===== src/hidkm_pkg.sv =====
// ----------------------------------------------------------------------------
// hidkm_pkg
// Shared types and constants of the HID keyboard/mouse frame encoder.
// ----------------------------------------------------------------------------
`default_nettype none

package hidkm_pkg;

   // Key slots held by the keyboard report (1..6)
   localparam int KEY_SLOTS = 6;
   // Report bytes always carry six slot positions
   localparam int REPORT_SLOTS = 6;

   // Configuration port
   localparam int CSR_ADDR_W = 3;
   localparam int CSR_DATA_W = 32;
   localparam logic CSR_IDX_DEVICE_ADDRESS = 1'b0;   // paddr[2]

   // Event codes
   typedef enum logic [2:0] {
      OP_KEY_PRESS   = 3'd0,
      OP_KEY_RELEASE = 3'd1,
      OP_BTN_PRESS   = 3'd2,
      OP_BTN_RELEASE = 3'd3,
      OP_MOVE        = 3'd4,
      OP_WHEEL       = 3'd5
   } op_type;

   // Frame constants
   localparam logic [7:0] HEAD0        = 8'h57;
   localparam logic [7:0] HEAD1        = 8'hAB;
   localparam logic [7:0] CMD_KEYBOARD = 8'h02;
   localparam logic [7:0] LEN_KEYBOARD = 8'h08;
   localparam logic [7:0] CMD_MOUSE    = 8'h05;
   localparam logic [7:0] LEN_MOUSE    = 8'h05;
   localparam logic [7:0] MOUSE_ID     = 8'h01;
   localparam logic [4:0] MOD_PREFIX   = 5'b11100;   // E0..E7
   localparam logic [7:0] DELTA_MIN    = 8'h80;
   localparam int         NUM_BUTTONS  = 3;

   // Byte positions inside a frame
   localparam logic [3:0] POS_HEAD0  = 4'd0;
   localparam logic [3:0] POS_HEAD1  = 4'd1;
   localparam logic [3:0] POS_ADDR   = 4'd2;
   localparam logic [3:0] POS_CMD    = 4'd3;
   localparam logic [3:0] POS_LEN    = 4'd4;
   localparam logic [3:0] POS_DATA0  = 4'd5;
   localparam logic [3:0] POS_DATA1  = 4'd6;
   localparam logic [3:0] POS_DATA2  = 4'd7;
   localparam logic [3:0] POS_DATA3  = 4'd8;
   localparam logic [3:0] POS_DATA4  = 4'd9;
   localparam logic [3:0] POS_KB_SUM = 4'd13;
   localparam logic [3:0] POS_MS_SUM = 4'd10;

   // Sequencer states
   typedef enum logic [1:0] {
      ST_IDLE = 2'b01,
      ST_SEND = 2'b10
   } state_type;

   // -128 has no symmetric counterpart and goes out as zero
   function automatic logic [7:0] delta_byte(input logic [7:0] b);
      delta_byte = (b == DELTA_MIN) ? 8'h00 : b;
   endfunction

endpackage

`default_nettype wire


===== src/hidkm_if.sv =====
// ----------------------------------------------------------------------------
// hidkm_req_if / hidkm_rsp_if
// Valid/ready channels carrying input events and frame bytes.
// ----------------------------------------------------------------------------
`default_nettype none

interface hidkm_req_if;
   logic              valid;
   logic              ready;
   logic        [2:0] op;
   logic        [7:0] key_code;
   logic        [7:0] mouse_button;
   logic signed [7:0] delta_x;
   logic signed [7:0] delta_y;
   logic signed [7:0] wheel_delta;

   modport source (output valid, op, key_code, mouse_button, delta_x, delta_y,
                   wheel_delta, input ready);
   modport sink   (input valid, op, key_code, mouse_button, delta_x, delta_y,
                   wheel_delta, output ready);
endinterface

interface hidkm_rsp_if;
   logic       valid;
   logic       ready;
   logic [7:0] frame_byte;
   logic       frame_last;

   modport source (output valid, frame_byte, frame_last, input ready);
   modport sink   (input valid, frame_byte, frame_last, output ready);
endinterface

`default_nettype wire


===== src/hid_keyboard_mouse_frame_encoder_core.sv =====
// ----------------------------------------------------------------------------
// hid_keyboard_mouse_frame_encoder_core
// Tracks HID keyboard/mouse state and serializes one framed report per event.
//
// Usage:
//  - req_bus: one event per beat (key press/release, button press/release,
//    move, wheel). Taken only while the sequencer is idle.
//  - rsp_bus: the frame, one byte per beat, frame_last high on the checksum.
//    Keyboard frames are 14 beats, mouse frames 11.
//  - csr: APB write of the device address (offset 0), used in every header.
//  - State is updated at the edge the event is taken; the frame shows the
//    state after the update.
//  - Output: bytes leave through one output register, one byte per cycle
//    while the receiver is ready; an 8-bit adder keeps the running checksum.
//  - Op codes 6 and 7 are taken and dropped without a frame.
//  - Receiver stall: the byte register holds, the sequencer waits; a new
//    event is taken while the final byte still sits in the output register.
//  - Reset clears address, modifiers, key slots and buttons.
// ----------------------------------------------------------------------------
`default_nettype none

module hid_keyboard_mouse_frame_encoder_core (
   input  wire                                 clock,
   input  wire                                 reset,
   hidkm_req_if.sink                           req_bus,
   hidkm_rsp_if.source                         rsp_bus,
   input  wire                                 csr_psel,
   input  wire                                 csr_penable,
   input  wire                                 csr_pwrite,
   input  wire  [hidkm_pkg::CSR_ADDR_W-1:0]    csr_paddr,
   input  wire  [hidkm_pkg::CSR_DATA_W-1:0]    csr_pwdata,
   output logic [hidkm_pkg::CSR_DATA_W-1:0]    csr_prdata,
   output logic                                csr_pready
);
   import hidkm_pkg::*;

   // ---------------- registers ----------------
   state_type  state_ff, state_in;
   logic [3:0] idx_ff, idx_in;          // byte position in frame
   logic [7:0] sum_ff, sum_in;          // running checksum
   logic       kbd_ff, kbd_in;          // keyboard frame vs mouse frame
   logic [7:0] dx_ff, dx_in;
   logic [7:0] dy_ff, dy_in;
   logic [7:0] wh_ff, wh_in;

   logic [7:0] addr_ff, addr_in;
   logic [7:0] mod_ff, mod_in;
   logic [7:0] code_ff [KEY_SLOTS];
   logic [7:0] code_in [KEY_SLOTS];
   logic [KEY_SLOTS-1:0] pressed_ff, pressed_in;
   logic [NUM_BUTTONS-1:0] btn_ff, btn_in;

   logic       rsp_valid_ff, rsp_valid_in;
   logic [7:0] rsp_byte_ff, rsp_byte_in;
   logic       rsp_last_ff, rsp_last_in;

   // ---------------- handshakes ----------------
   logic req_fire;
   logic csr_wr;
   logic send_fire;

   assign req_bus.ready = (state_ff == ST_IDLE);
   assign req_fire      = req_bus.valid && req_bus.ready;
   assign csr_pready    = 1'b1;
   assign csr_wr        = csr_psel && csr_penable && csr_pwrite && csr_pready;

   // Register read-back
   always_comb begin
      csr_prdata = '0;
      if (csr_paddr[2] == CSR_IDX_DEVICE_ADDRESS) begin
         csr_prdata[7:0] = addr_ff;
      end
   end

   assign addr_in = (csr_wr && csr_paddr[2] == CSR_IDX_DEVICE_ADDRESS) ?
                    csr_pwdata[7:0] : addr_ff;

   // ---------------- event decode / state update ----------------
   // All slot compares run in parallel; the first-free and first-match
   // searches are priority chains over KEY_SLOTS entries.
   always_comb begin
      logic is_mod;
      logic held;
      logic found;
      logic btn_ok;
      mod_in     = mod_ff;
      code_in    = code_ff;
      pressed_in = pressed_ff;
      btn_in     = btn_ff;
      kbd_in     = kbd_ff;
      dx_in      = dx_ff;
      dy_in      = dy_ff;
      wh_in      = wh_ff;
      is_mod = (req_bus.key_code[7:3] == MOD_PREFIX);
      btn_ok = (req_bus.mouse_button < 8'(NUM_BUTTONS));
      held   = 1'b0;
      found  = 1'b0;
      for (int i = 0; i < KEY_SLOTS; i++) begin
         if (pressed_ff[i] && code_ff[i] == req_bus.key_code) begin
            held = 1'b1;
         end
      end
      if (req_fire) begin
         dx_in = 8'h00;
         dy_in = 8'h00;
         wh_in = 8'h00;
         case (req_bus.op)
            OP_KEY_PRESS: begin
               kbd_in = 1'b1;
               if (is_mod) begin
                  mod_in[req_bus.key_code[2:0]] = 1'b1;
               end else if (!held) begin
                  for (int i = 0; i < KEY_SLOTS; i++) begin
                     if (!found && !pressed_ff[i]) begin
                        found         = 1'b1;
                        pressed_in[i] = 1'b1;
                        code_in[i]    = req_bus.key_code;
                     end
                  end
               end
            end
            OP_KEY_RELEASE: begin
               kbd_in = 1'b1;
               if (is_mod) begin
                  mod_in[req_bus.key_code[2:0]] = 1'b0;
               end else begin
                  // first slot holding the code, pressed or not
                  for (int i = 0; i < KEY_SLOTS; i++) begin
                     if (!found && code_ff[i] == req_bus.key_code) begin
                        found         = 1'b1;
                        pressed_in[i] = 1'b0;
                        code_in[i]    = 8'h00;
                     end
                  end
               end
            end
            OP_BTN_PRESS: begin
               kbd_in = 1'b0;
               if (btn_ok) begin
                  btn_in[req_bus.mouse_button[1:0]] = 1'b1;
               end
            end
            OP_BTN_RELEASE: begin
               kbd_in = 1'b0;
               if (btn_ok) begin
                  btn_in[req_bus.mouse_button[1:0]] = 1'b0;
               end
            end
            OP_MOVE: begin
               kbd_in = 1'b0;
               dx_in  = delta_byte(req_bus.delta_x);
               dy_in  = delta_byte(req_bus.delta_y);
            end
            OP_WHEEL: begin
               kbd_in = 1'b0;
               wh_in  = delta_byte(req_bus.wheel_delta);
            end
            default: begin
               kbd_in = kbd_ff;
            end
         endcase
      end
   end

   // ---------------- frame byte select ----------------
   logic [7:0] cur_byte;
   logic [3:0] last_pos;
   logic       at_last;
   logic [3:0] slot_off;

   assign last_pos = kbd_ff ? POS_KB_SUM : POS_MS_SUM;
   assign at_last  = (idx_ff == last_pos);
   assign slot_off = idx_ff - POS_DATA2;

   always_comb begin
      cur_byte = 8'h00;
      case (idx_ff)
         POS_HEAD0: cur_byte = HEAD0;
         POS_HEAD1: cur_byte = HEAD1;
         POS_ADDR:  cur_byte = addr_ff;
         POS_CMD:   cur_byte = kbd_ff ? CMD_KEYBOARD : CMD_MOUSE;
         POS_LEN:   cur_byte = kbd_ff ? LEN_KEYBOARD : LEN_MOUSE;
         POS_DATA0: cur_byte = kbd_ff ? mod_ff : MOUSE_ID;
         POS_DATA1: cur_byte = kbd_ff ? 8'h00 : {5'b0, btn_ff};
         default: begin
            if (kbd_ff) begin
               // slot bytes; positions past KEY_SLOTS stay zero
               for (int i = 0; i < KEY_SLOTS && i < REPORT_SLOTS; i++) begin
                  if (slot_off == 4'(i) && pressed_ff[i]) begin
                     cur_byte = code_ff[i];
                  end
               end
            end else begin
               case (idx_ff)
                  POS_DATA2: cur_byte = dx_ff;
                  POS_DATA3: cur_byte = dy_ff;
                  POS_DATA4: cur_byte = wh_ff;
                  default:   cur_byte = 8'h00;
               endcase
            end
         end
      endcase
   end

   // ---------------- sequencer ----------------
   assign send_fire = (state_ff == ST_SEND) && (!rsp_valid_ff || rsp_bus.ready);

   always_comb begin
      state_in     = state_ff;
      idx_in       = idx_ff;
      sum_in       = sum_ff;
      rsp_byte_in  = rsp_byte_ff;
      rsp_last_in  = rsp_last_ff;
      rsp_valid_in = rsp_valid_ff && !rsp_bus.ready;
      case (state_ff)
         ST_IDLE: begin
            if (req_fire && req_bus.op <= OP_WHEEL) begin
               state_in = ST_SEND;
               idx_in   = 4'd0;
               sum_in   = 8'h00;
            end
         end
         ST_SEND: begin
            if (send_fire) begin
               rsp_valid_in = 1'b1;
               rsp_byte_in  = at_last ? sum_ff : cur_byte;
               rsp_last_in  = at_last;
               sum_in       = sum_ff + cur_byte;
               idx_in       = idx_ff + 4'd1;
               if (at_last) begin
                  state_in = ST_IDLE;
               end
            end
         end
         default: begin
            state_in = ST_IDLE;
         end
      endcase
   end

   always_ff @(posedge clock) begin
      if (reset) begin
         state_ff     <= ST_IDLE;
         idx_ff       <= 4'd0;
         sum_ff       <= 8'h00;
         kbd_ff       <= 1'b0;
         addr_ff      <= 8'h00;
         mod_ff       <= 8'h00;
         pressed_ff   <= '0;
         btn_ff       <= '0;
         rsp_valid_ff <= 1'b0;
         for (int i = 0; i < KEY_SLOTS; i++) begin
            code_ff[i] <= 8'h00;
         end
      end else begin
         state_ff     <= state_in;
         idx_ff       <= idx_in;
         sum_ff       <= sum_in;
         kbd_ff       <= kbd_in;
         addr_ff      <= addr_in;
         mod_ff       <= mod_in;
         pressed_ff   <= pressed_in;
         btn_ff       <= btn_in;
         rsp_valid_ff <= rsp_valid_in;
         code_ff      <= code_in;
      end
   end

   // payload, no reset
   always_ff @(posedge clock) begin
      dx_ff       <= dx_in;
      dy_ff       <= dy_in;
      wh_ff       <= wh_in;
      rsp_byte_ff <= rsp_byte_in;
      rsp_last_ff <= rsp_last_in;
   end

   assign rsp_bus.valid      = rsp_valid_ff;
   assign rsp_bus.frame_byte = rsp_byte_ff;
   assign rsp_bus.frame_last = rsp_last_ff;

endmodule

`default_nettype wire


===== src/flat_wrapper.sv =====
// flat-port wrapper written by rule: the top's interface ports become plain ports
module hid_keyboard_mouse_frame_encoder_core_flat import hidkm_pkg::*;
  (clock, reset, csr_psel, csr_penable, csr_pwrite, csr_paddr, csr_pwdata, csr_prdata, csr_pready, req_bus_valid, req_bus_op, req_bus_key_code, req_bus_mouse_button, req_bus_delta_x, req_bus_delta_y, req_bus_wheel_delta, req_bus_ready, rsp_bus_valid, rsp_bus_frame_byte, rsp_bus_frame_last, rsp_bus_ready);
  hidkm_req_if req_bus_i ();
  hidkm_rsp_if rsp_bus_i ();
  input  wire clock;
  input  wire reset;
  input  wire csr_psel;
  input  wire csr_penable;
  input  wire csr_pwrite;
  input  wire  [hidkm_pkg::CSR_ADDR_W-1:0] csr_paddr;
  input  wire  [hidkm_pkg::CSR_DATA_W-1:0] csr_pwdata;
  output logic [hidkm_pkg::CSR_DATA_W-1:0] csr_prdata;
  output logic csr_pready;
  input wire logic [$bits(req_bus_i.valid)-1:0] req_bus_valid;
  input wire logic [$bits(req_bus_i.op)-1:0] req_bus_op;
  input wire logic [$bits(req_bus_i.key_code)-1:0] req_bus_key_code;
  input wire logic [$bits(req_bus_i.mouse_button)-1:0] req_bus_mouse_button;
  input wire logic [$bits(req_bus_i.delta_x)-1:0] req_bus_delta_x;
  input wire logic [$bits(req_bus_i.delta_y)-1:0] req_bus_delta_y;
  input wire logic [$bits(req_bus_i.wheel_delta)-1:0] req_bus_wheel_delta;
  output wire logic [$bits(req_bus_i.ready)-1:0] req_bus_ready;
  output wire logic [$bits(rsp_bus_i.valid)-1:0] rsp_bus_valid;
  output wire logic [$bits(rsp_bus_i.frame_byte)-1:0] rsp_bus_frame_byte;
  output wire logic [$bits(rsp_bus_i.frame_last)-1:0] rsp_bus_frame_last;
  input wire logic [$bits(rsp_bus_i.ready)-1:0] rsp_bus_ready;
  assign req_bus_i.valid = req_bus_valid;
  assign req_bus_i.op = req_bus_op;
  assign req_bus_i.key_code = req_bus_key_code;
  assign req_bus_i.mouse_button = req_bus_mouse_button;
  assign req_bus_i.delta_x = req_bus_delta_x;
  assign req_bus_i.delta_y = req_bus_delta_y;
  assign req_bus_i.wheel_delta = req_bus_wheel_delta;
  assign req_bus_ready = req_bus_i.ready;
  assign rsp_bus_valid = rsp_bus_i.valid;
  assign rsp_bus_frame_byte = rsp_bus_i.frame_byte;
  assign rsp_bus_frame_last = rsp_bus_i.frame_last;
  assign rsp_bus_i.ready = rsp_bus_ready;
  hid_keyboard_mouse_frame_encoder_core u_core (.clock(clock), .reset(reset), .req_bus(req_bus_i), .rsp_bus(rsp_bus_i), .csr_psel(csr_psel), .csr_penable(csr_penable), .csr_pwrite(csr_pwrite), .csr_paddr(csr_paddr), .csr_pwdata(csr_pwdata), .csr_prdata(csr_prdata), .csr_pready(csr_pready));
endmodule

===== config.mk =====
export PLATFORM = sky130hd
export DESIGN_NAME = hid_keyboard_mouse_frame_encoder_core_flat
export DESIGN_NICKNAME = d
export VERILOG_FILES = /design/src/hidkm_pkg.sv /design/src/hidkm_if.sv /design/src/hid_keyboard_mouse_frame_encoder_core.sv /design/src/flat_wrapper.sv
export SDC_FILE = /design/constraint.sdc
export NUM_CORES = 1
export LEC_CHECK = 0
export ABC_AREA = 1
export CAP_MARGIN = 10
export CORE_ASPECT_RATIO = 2
export CORE_MARGIN = 1.5
export CORE_UTILIZATION = 55
export CTS_CLUSTER_SIZE = 16
export DETAILED_ROUTE_END_ITERATION = 10
export DONT_BUFFER_PORTS = 1
export HOLD_SLACK_MARGIN = 0.08
export PLACE_DENSITY = 0.72
export RECOVER_POWER = 50
export SETUP_SLACK_MARGIN = 0.15
export SYNTH_ARGS = -nofsm -noshare
export SYNTH_HDL_FRONTEND = slang
export SYNTH_SLANG_ARGS = --single-unit

===== constraint.sdc =====
create_clock -name clock -period 3.8 [get_ports clock]
set_input_delay 0.19 -clock clock [delete_from_list [all_inputs] [get_ports clock]]
set_output_delay 0.19 -clock clock [all_outputs]
set_load 0.05 [all_outputs]

==> results.yml, run 1 <==
grt:
  grt_pass1_wl_um: 35000
  gr-total-overflow: 0
  grt_pass1_vias: 7148
  track_usage: 0.321
  grt_max_degree: 50
  grt_antenna_before_repair: 0
logic_synthesis:
  synth_common_cells: "281 x nand2_1, 185 x nor2_1, 144 x inv_1"
  yosysTopAreaCellShare: 0.236
  netlist_area_um2: 7560
  synth.most_common_cell: "nand2_1"
  synth_cell_types: 57
  synth-edff-count: 33
  synth.ff_latch_count: 122
  synthArstFlopShare: 0
  yosys_warnings: 0
  ys.flop_type: "dfxtp_1"
  ys_top_cells_by_area: "dfxtp_1 24%, nand2_1 14%, edfxtp_1 13%"
  syn_area_per_cell_um2: 6.82
  synthCells: 1109
  synth_largest_area_cell: "dfxtp_1"
  ys_seq_area_frac: 0.367
critical_path:
  cpMostUsedCell: "nand2_1"
  cp.arrival_ns: 3.80
  cp-end-kind: "flip-flop"
  slowest_stage: "fa_1"
  startpoint_type: "flip-flop"
  critical_path_class: "flip-flop to flip-flop"
  crit_fanout: 11
  cp.required_ns: 4.16
  reg2reg_setup_slack_ns: 0.36
  critPathMaxStageDelay_ns: 0.39
placed_design:
  gp_congestion: 0.959
  dp_hpwl_um: 16700
  portBuffers: 0
  pre_cts_slack_ns: 0.228
sta:
  finalCritPeriodShare: 0.905
  max_slew.worst_pin.slew_ns: 2.27
  drv_slew: 50
  fmax_mhz: 291
  setup_slack_ns: 0.359
  period_needed_ns: 3.44
  setup_viol: 0
  slew_headroom: -0.516
  hold_viol_final: 0
  clock_skew_ns: 0.0106
  rsz0062_at_grt: "no"
  setup-tns-final_ns: 0
power_and_ir_drop:
  leakagePower_nw: 3.82
  ir_drop_mv: 0.297
  p_per_area_nw_per_um2: 423
clock_tree:
  cts_made_buffers: 17
  cts_tree: "yes"
  htreeDepth: 4
  cts-root-buf: "clkbuf_16"
  numClockSinks: 122
  cts_max_path_buffers: 2
  clk_pin_slew_ns: 0.06
  clkLatencyLatePin_ns: 0.43
run:
  drv_cap: 1
route:
  drc: 0
  vias: 7499
  drt_pass1_iterations: 5
  wl_um: 23300
  first_iter_violations: 514
  ant_nets: 0
  post_drt_via_cell_ratio: 5.63
  wl_per_cell_um: 17.5
layout:
  area_growth_pct: 16.1
  fin_nets: 1263
  layout-drive-gt1-share: 0.0901
  nFillCells: 1209
  antenna_cells: 0
floorplan:
  dieWidth_um: 85.9
  dieArea_um2: 14500
  num_rows: 60
  start_util: 0.563
  die_h_um: 169
  core_um2: 13400
  design.portCount: 129
status:
  violations: "capacitance limit, slew limit"
  outcome: "finished with violations"
min_path:
  min_path_type: "primary input to flip-flop"
## placed cells by master, fill, tap and decap left out, types with 28 or more instances in the layout
cell             n
inv_1          143
nor2_1         184
edfxtp_1        33
dlygate4sd3_1   43
nand3_1         48
a21oi_1         52
nand4_1         28
dfxtp_1         89
nand2_1        278
o21ai_0         54
## metrics by stage
step	hold slack [ns]	total power (W)	cell area, um^2	std cells	utilization
finish	0.102	0.00371	8780	1332	0.653
global route	0.134	0.00383	8780	1332	0.653
CTS	0.0944	0.00370	8700	1328	0.647
detailed placement	0.270	0.00197	7630	1252	0.568
global placement	0.266	0.00197	7630	1252	0.568
floorplan	0.299	0.00187	7650	1132	-
## cell families after synthesis
logic type / count (synthesis) / share of synthesized area
other: 2 / 0.000993
flip-flops: 122 / 0.367
AO/OA/AOI/OAI: 162 / 0.133
XOR/XNOR: 14 / 0.0187
AND/OR/NAND/NOR: 584 / 0.330
buffers and inverters: 211 / 0.126
adder cells (fa/ha/maj): 14 / 0.0242
## where the power goes
part	switching [W]	internal (W)	total, W	leakage [nW]
sequential	0.0000450	0.00140	0.00144	1.05
clock	0.000650	0.00104	0.00169	0.297
combinational	0.000394	0.000182	0.000576	2.48
total	0.00109	0.00262	0.00371	3.82
## sequential cells by signal (all words and copies together) (netlist names), 4 cells and up, named ones only
name,count
u_core.addr_ff,8
u_core.code_ff,48
u_core.dx_ff,8
u_core.dy_ff,8
u_core.idx_ff,4
u_core.pressed_ff,6
u_core.rsp_bus.frame_byte,8
u_core.sum_ff,8
u_core.wh_ff,8
## worst paths after layout
path / from / endpoint / cells after the start
setup / recovery: u_core.idx_ff[0] / u_core.sum_ff[6] / 25
hold / removal: req_bus_op[1] / u_core.kbd_ff / 5
setup reg to reg: u_core.idx_ff[0] / u_core.sum_ff[6] / 25
hold reg to reg: flip-flop / flip-flop / 2
## critical path: cells and delay by family (launching register included)
kind            cells  cell delay (ns)
fa+ha+maj           3             0.79
compound gates      3             0.31
flops               1             0.32
xor+xnor            2             0.38
buf+inv             4             0.39
simple gates       13             1.17
## routing by layer
metal,track usage,up-vias,wire [um]
met1,0.289,3423,7940
li1,-,3640,-
met3,0.0531,129,1030
met5,0,-,0
met4,0.295,0,2190
met2,0.588,307,12200
## cell type report
class	instances	area, um^2	area share
Inverter	155	589	0.0671
Tap cell	155	194	0.0221
Timing Repair Buffer	69	639	0.0728
Sequential cell	122	2770	0.316
Clock inverter	15	189	0.0215
Clock buffer	17	425	0.0484
Multi-Input combinational cell	799	3970	0.452
## repair_timing
item	4_1_cts	5_1_grt
endpoints found under the hold margin	76	0
endpoints found under the setup margin	0	3
resized for setup	0	14
setup buffers	0	4
hold buffers	44	0
(Power assumes the default switching activity.)
==> run 2, diff against run 1 <==
==> constraint.sdc (replaced) <==
create_clock -name clock -period 3.8 [get_ports clock]
set_input_delay 0.57 -clock clock [delete_from_list [all_inputs] [get_ports clock]]
set_output_delay 0.57 -clock clock [all_outputs]
set_load 0.05 [all_outputs]
==> results.yml, run 2 (synthesis results as in run 1) <==
status:
  outcome: "finished with violations"
  violations: "capacitance limit, slew limit"
clock_tree:
  clk_pin_slew_ns: 0.06
  cts_tree: "yes"
  cts_hold_buffers: 0
  clkLatencyLatePin_ns: 0.43
  cts_max_path_buffers: 2
  htreeDepth: 4
  numClockSinks: 122
  cts-root-buf: "clkbuf_16"
  cts_made_buffers: 17
route:
  ant_nets: 0
  wl_per_cell_um: 17.1
  vias: 7229
  post_drt_via_cell_ratio: 5.60
  first_iter_violations: 384
  wl_um: 22000
  drc: 0
  drt_pass1_iterations: 5
layout:
  fin_cells: 1290
  fin_nets: 1221
  final_cell_mix: "280 x nand2_1, 184 x nor2_1, 144 x inv_1, 85 x dfxtp_1, 54 x o21ai_0"
  layout-drive-gt1-share: 0.0978
  register_area_um2: 2780
  antenna_cells: 0
  area_growth_pct: 9.75
  layout_commonest_cell: "nand2_1"
  largest_reg_flops: 48
  multi_input_area_um2: 3990
  regMostFlops: "u_core.code_ff"
  nFillCells: 1280
  final_area_um2: 8300
floorplan:
  start_util: 0.563
  design.portCount: 129
  dieWidth_um: 85.9
  dieArea_um2: 14500
  die_h_um: 169
  core_um2: 13400
  num_rows: 60
power_and_ir_drop:
  ir_drop_mv: 0.310
  p_per_area_nw_per_um2: 421
  finalPower_w: 0.00349
  leakagePower_nw: 3.60
critical_path:
  cpMostUsedCell: "nand2_1"
  critPathMaxStageDelay_ns: 0.38
  cp.required_ns: 4.15
  startpoint_type: "flip-flop"
  cp.arrival_ns: 3.78
  crit_chain: "buf_4 > nand4_2 > nand2_4 > nand2_4 > nor2_4 > buf_4 > nand2_1 > nand3_1 > nand3_1 > nand2_1 > nand3_1 > nand2_1 > nand2_1 > ha_4 > nand3_1 > and2_1 > o221ai_2 > xor2_1 > nand3_1 > nand2_1 > nand2_1 > a21oi_1"
  critical_path_class: "flip-flop to flip-flop"
  crit_buf_inv: 2
  cp-end-kind: "flip-flop"
  slowest_stage: "dfxtp_2"
  cp_top_family: "simple AND/OR/NAND/NOR gates"
  crit_fanout: 6
sta:
  rsz0062_at_grt: "yes"
  finalCritPeriodShare: 0.902
  max_slew.worst_pin.slew_ns: 1.59
  drv_slew: 50
  clock_skew_ns: 0.0109
  setup_viol: 0
  fmax_mhz: 292
  setup-tns-final_ns: 0
  slew_headroom: -0.0600
  hold_viol_final: 0
  period_needed_ns: 3.43
grt:
  grt_pass1_vias: 6816
  track_usage: 0.305
  grt_pass1_wl_um: 33500
  grt_max_degree: 50
  gr-total-overflow: 0
  grt_antenna_before_repair: 0
placed_design:
  portBuffers: 0
  place_area_um2: 7650
  gp_congestion: 0.920
  numPlacedInstances: 1254
  dp_hpwl_um: 16700
min_path:
  min_path_type: "primary input to flip-flop"
run:
  drv_cap: 1
[run 2: repair_timing]
item,in CTS,in global routing
setup buffers,0,4
resized for setup,0,17
endpoints found under the setup margin,0,4
[run 2: layout make-up]
class,count,area share
clock buffer,17,0.0513
clock inverter,15,0.0154
inverter,155,0.0707
multi-input combinational,799,0.481
sequential,122,0.335
tap,155,0.0234
timing repair buffer,27,0.0235
[run 2: worst paths after layout]
| check | startpoint | endpoint | slack, ns | depth (start not counted) |
|---|---|---|---|---|
| worst max-delay path | u_core.idx_ff[0] | u_core.sum_ff[7] | 0.37 | 22 |
| worst min-delay path | reset | u_core.sum_ff[5] | 0.21 | 1 |
| worst max register to register | u_core.idx_ff[0] | u_core.sum_ff[7] | 0.37 | 22 |
| worst min register to register | flip-flop | flip-flop | 0.47 | 2 |
[run 2: power by group]
group / internal [W] / switching (W)
Clock: 0.000895 / 0.000625
Sequential: 0.00140 / 0.0000464
Combinational: 0.000155 / 0.000370
Total: 0.00245 / 0.00104
[run 2: layer usage]
layer,routed length [um],up-vias,track usage
met1,7340,3295,0.268
met2,11700,264,0.568
met4,2090,0,0.276
li1,-,3556,-
met5,0,-,0
met3,873,114,0.0512
[run 2: through the flow]
step / util / hold WS [ns] / setup slack, ns
finish: 0.618 / 0.212 / 0.371
global route: 0.618 / 0.208 / 0.0651
CTS: 0.610 / 0.208 / 0.230
detailed placement: 0.569 / 0.460 / 0.260
global placement: 0.569 / 0.448 / 0.278
floorplan: - / 0.431 / 0.629
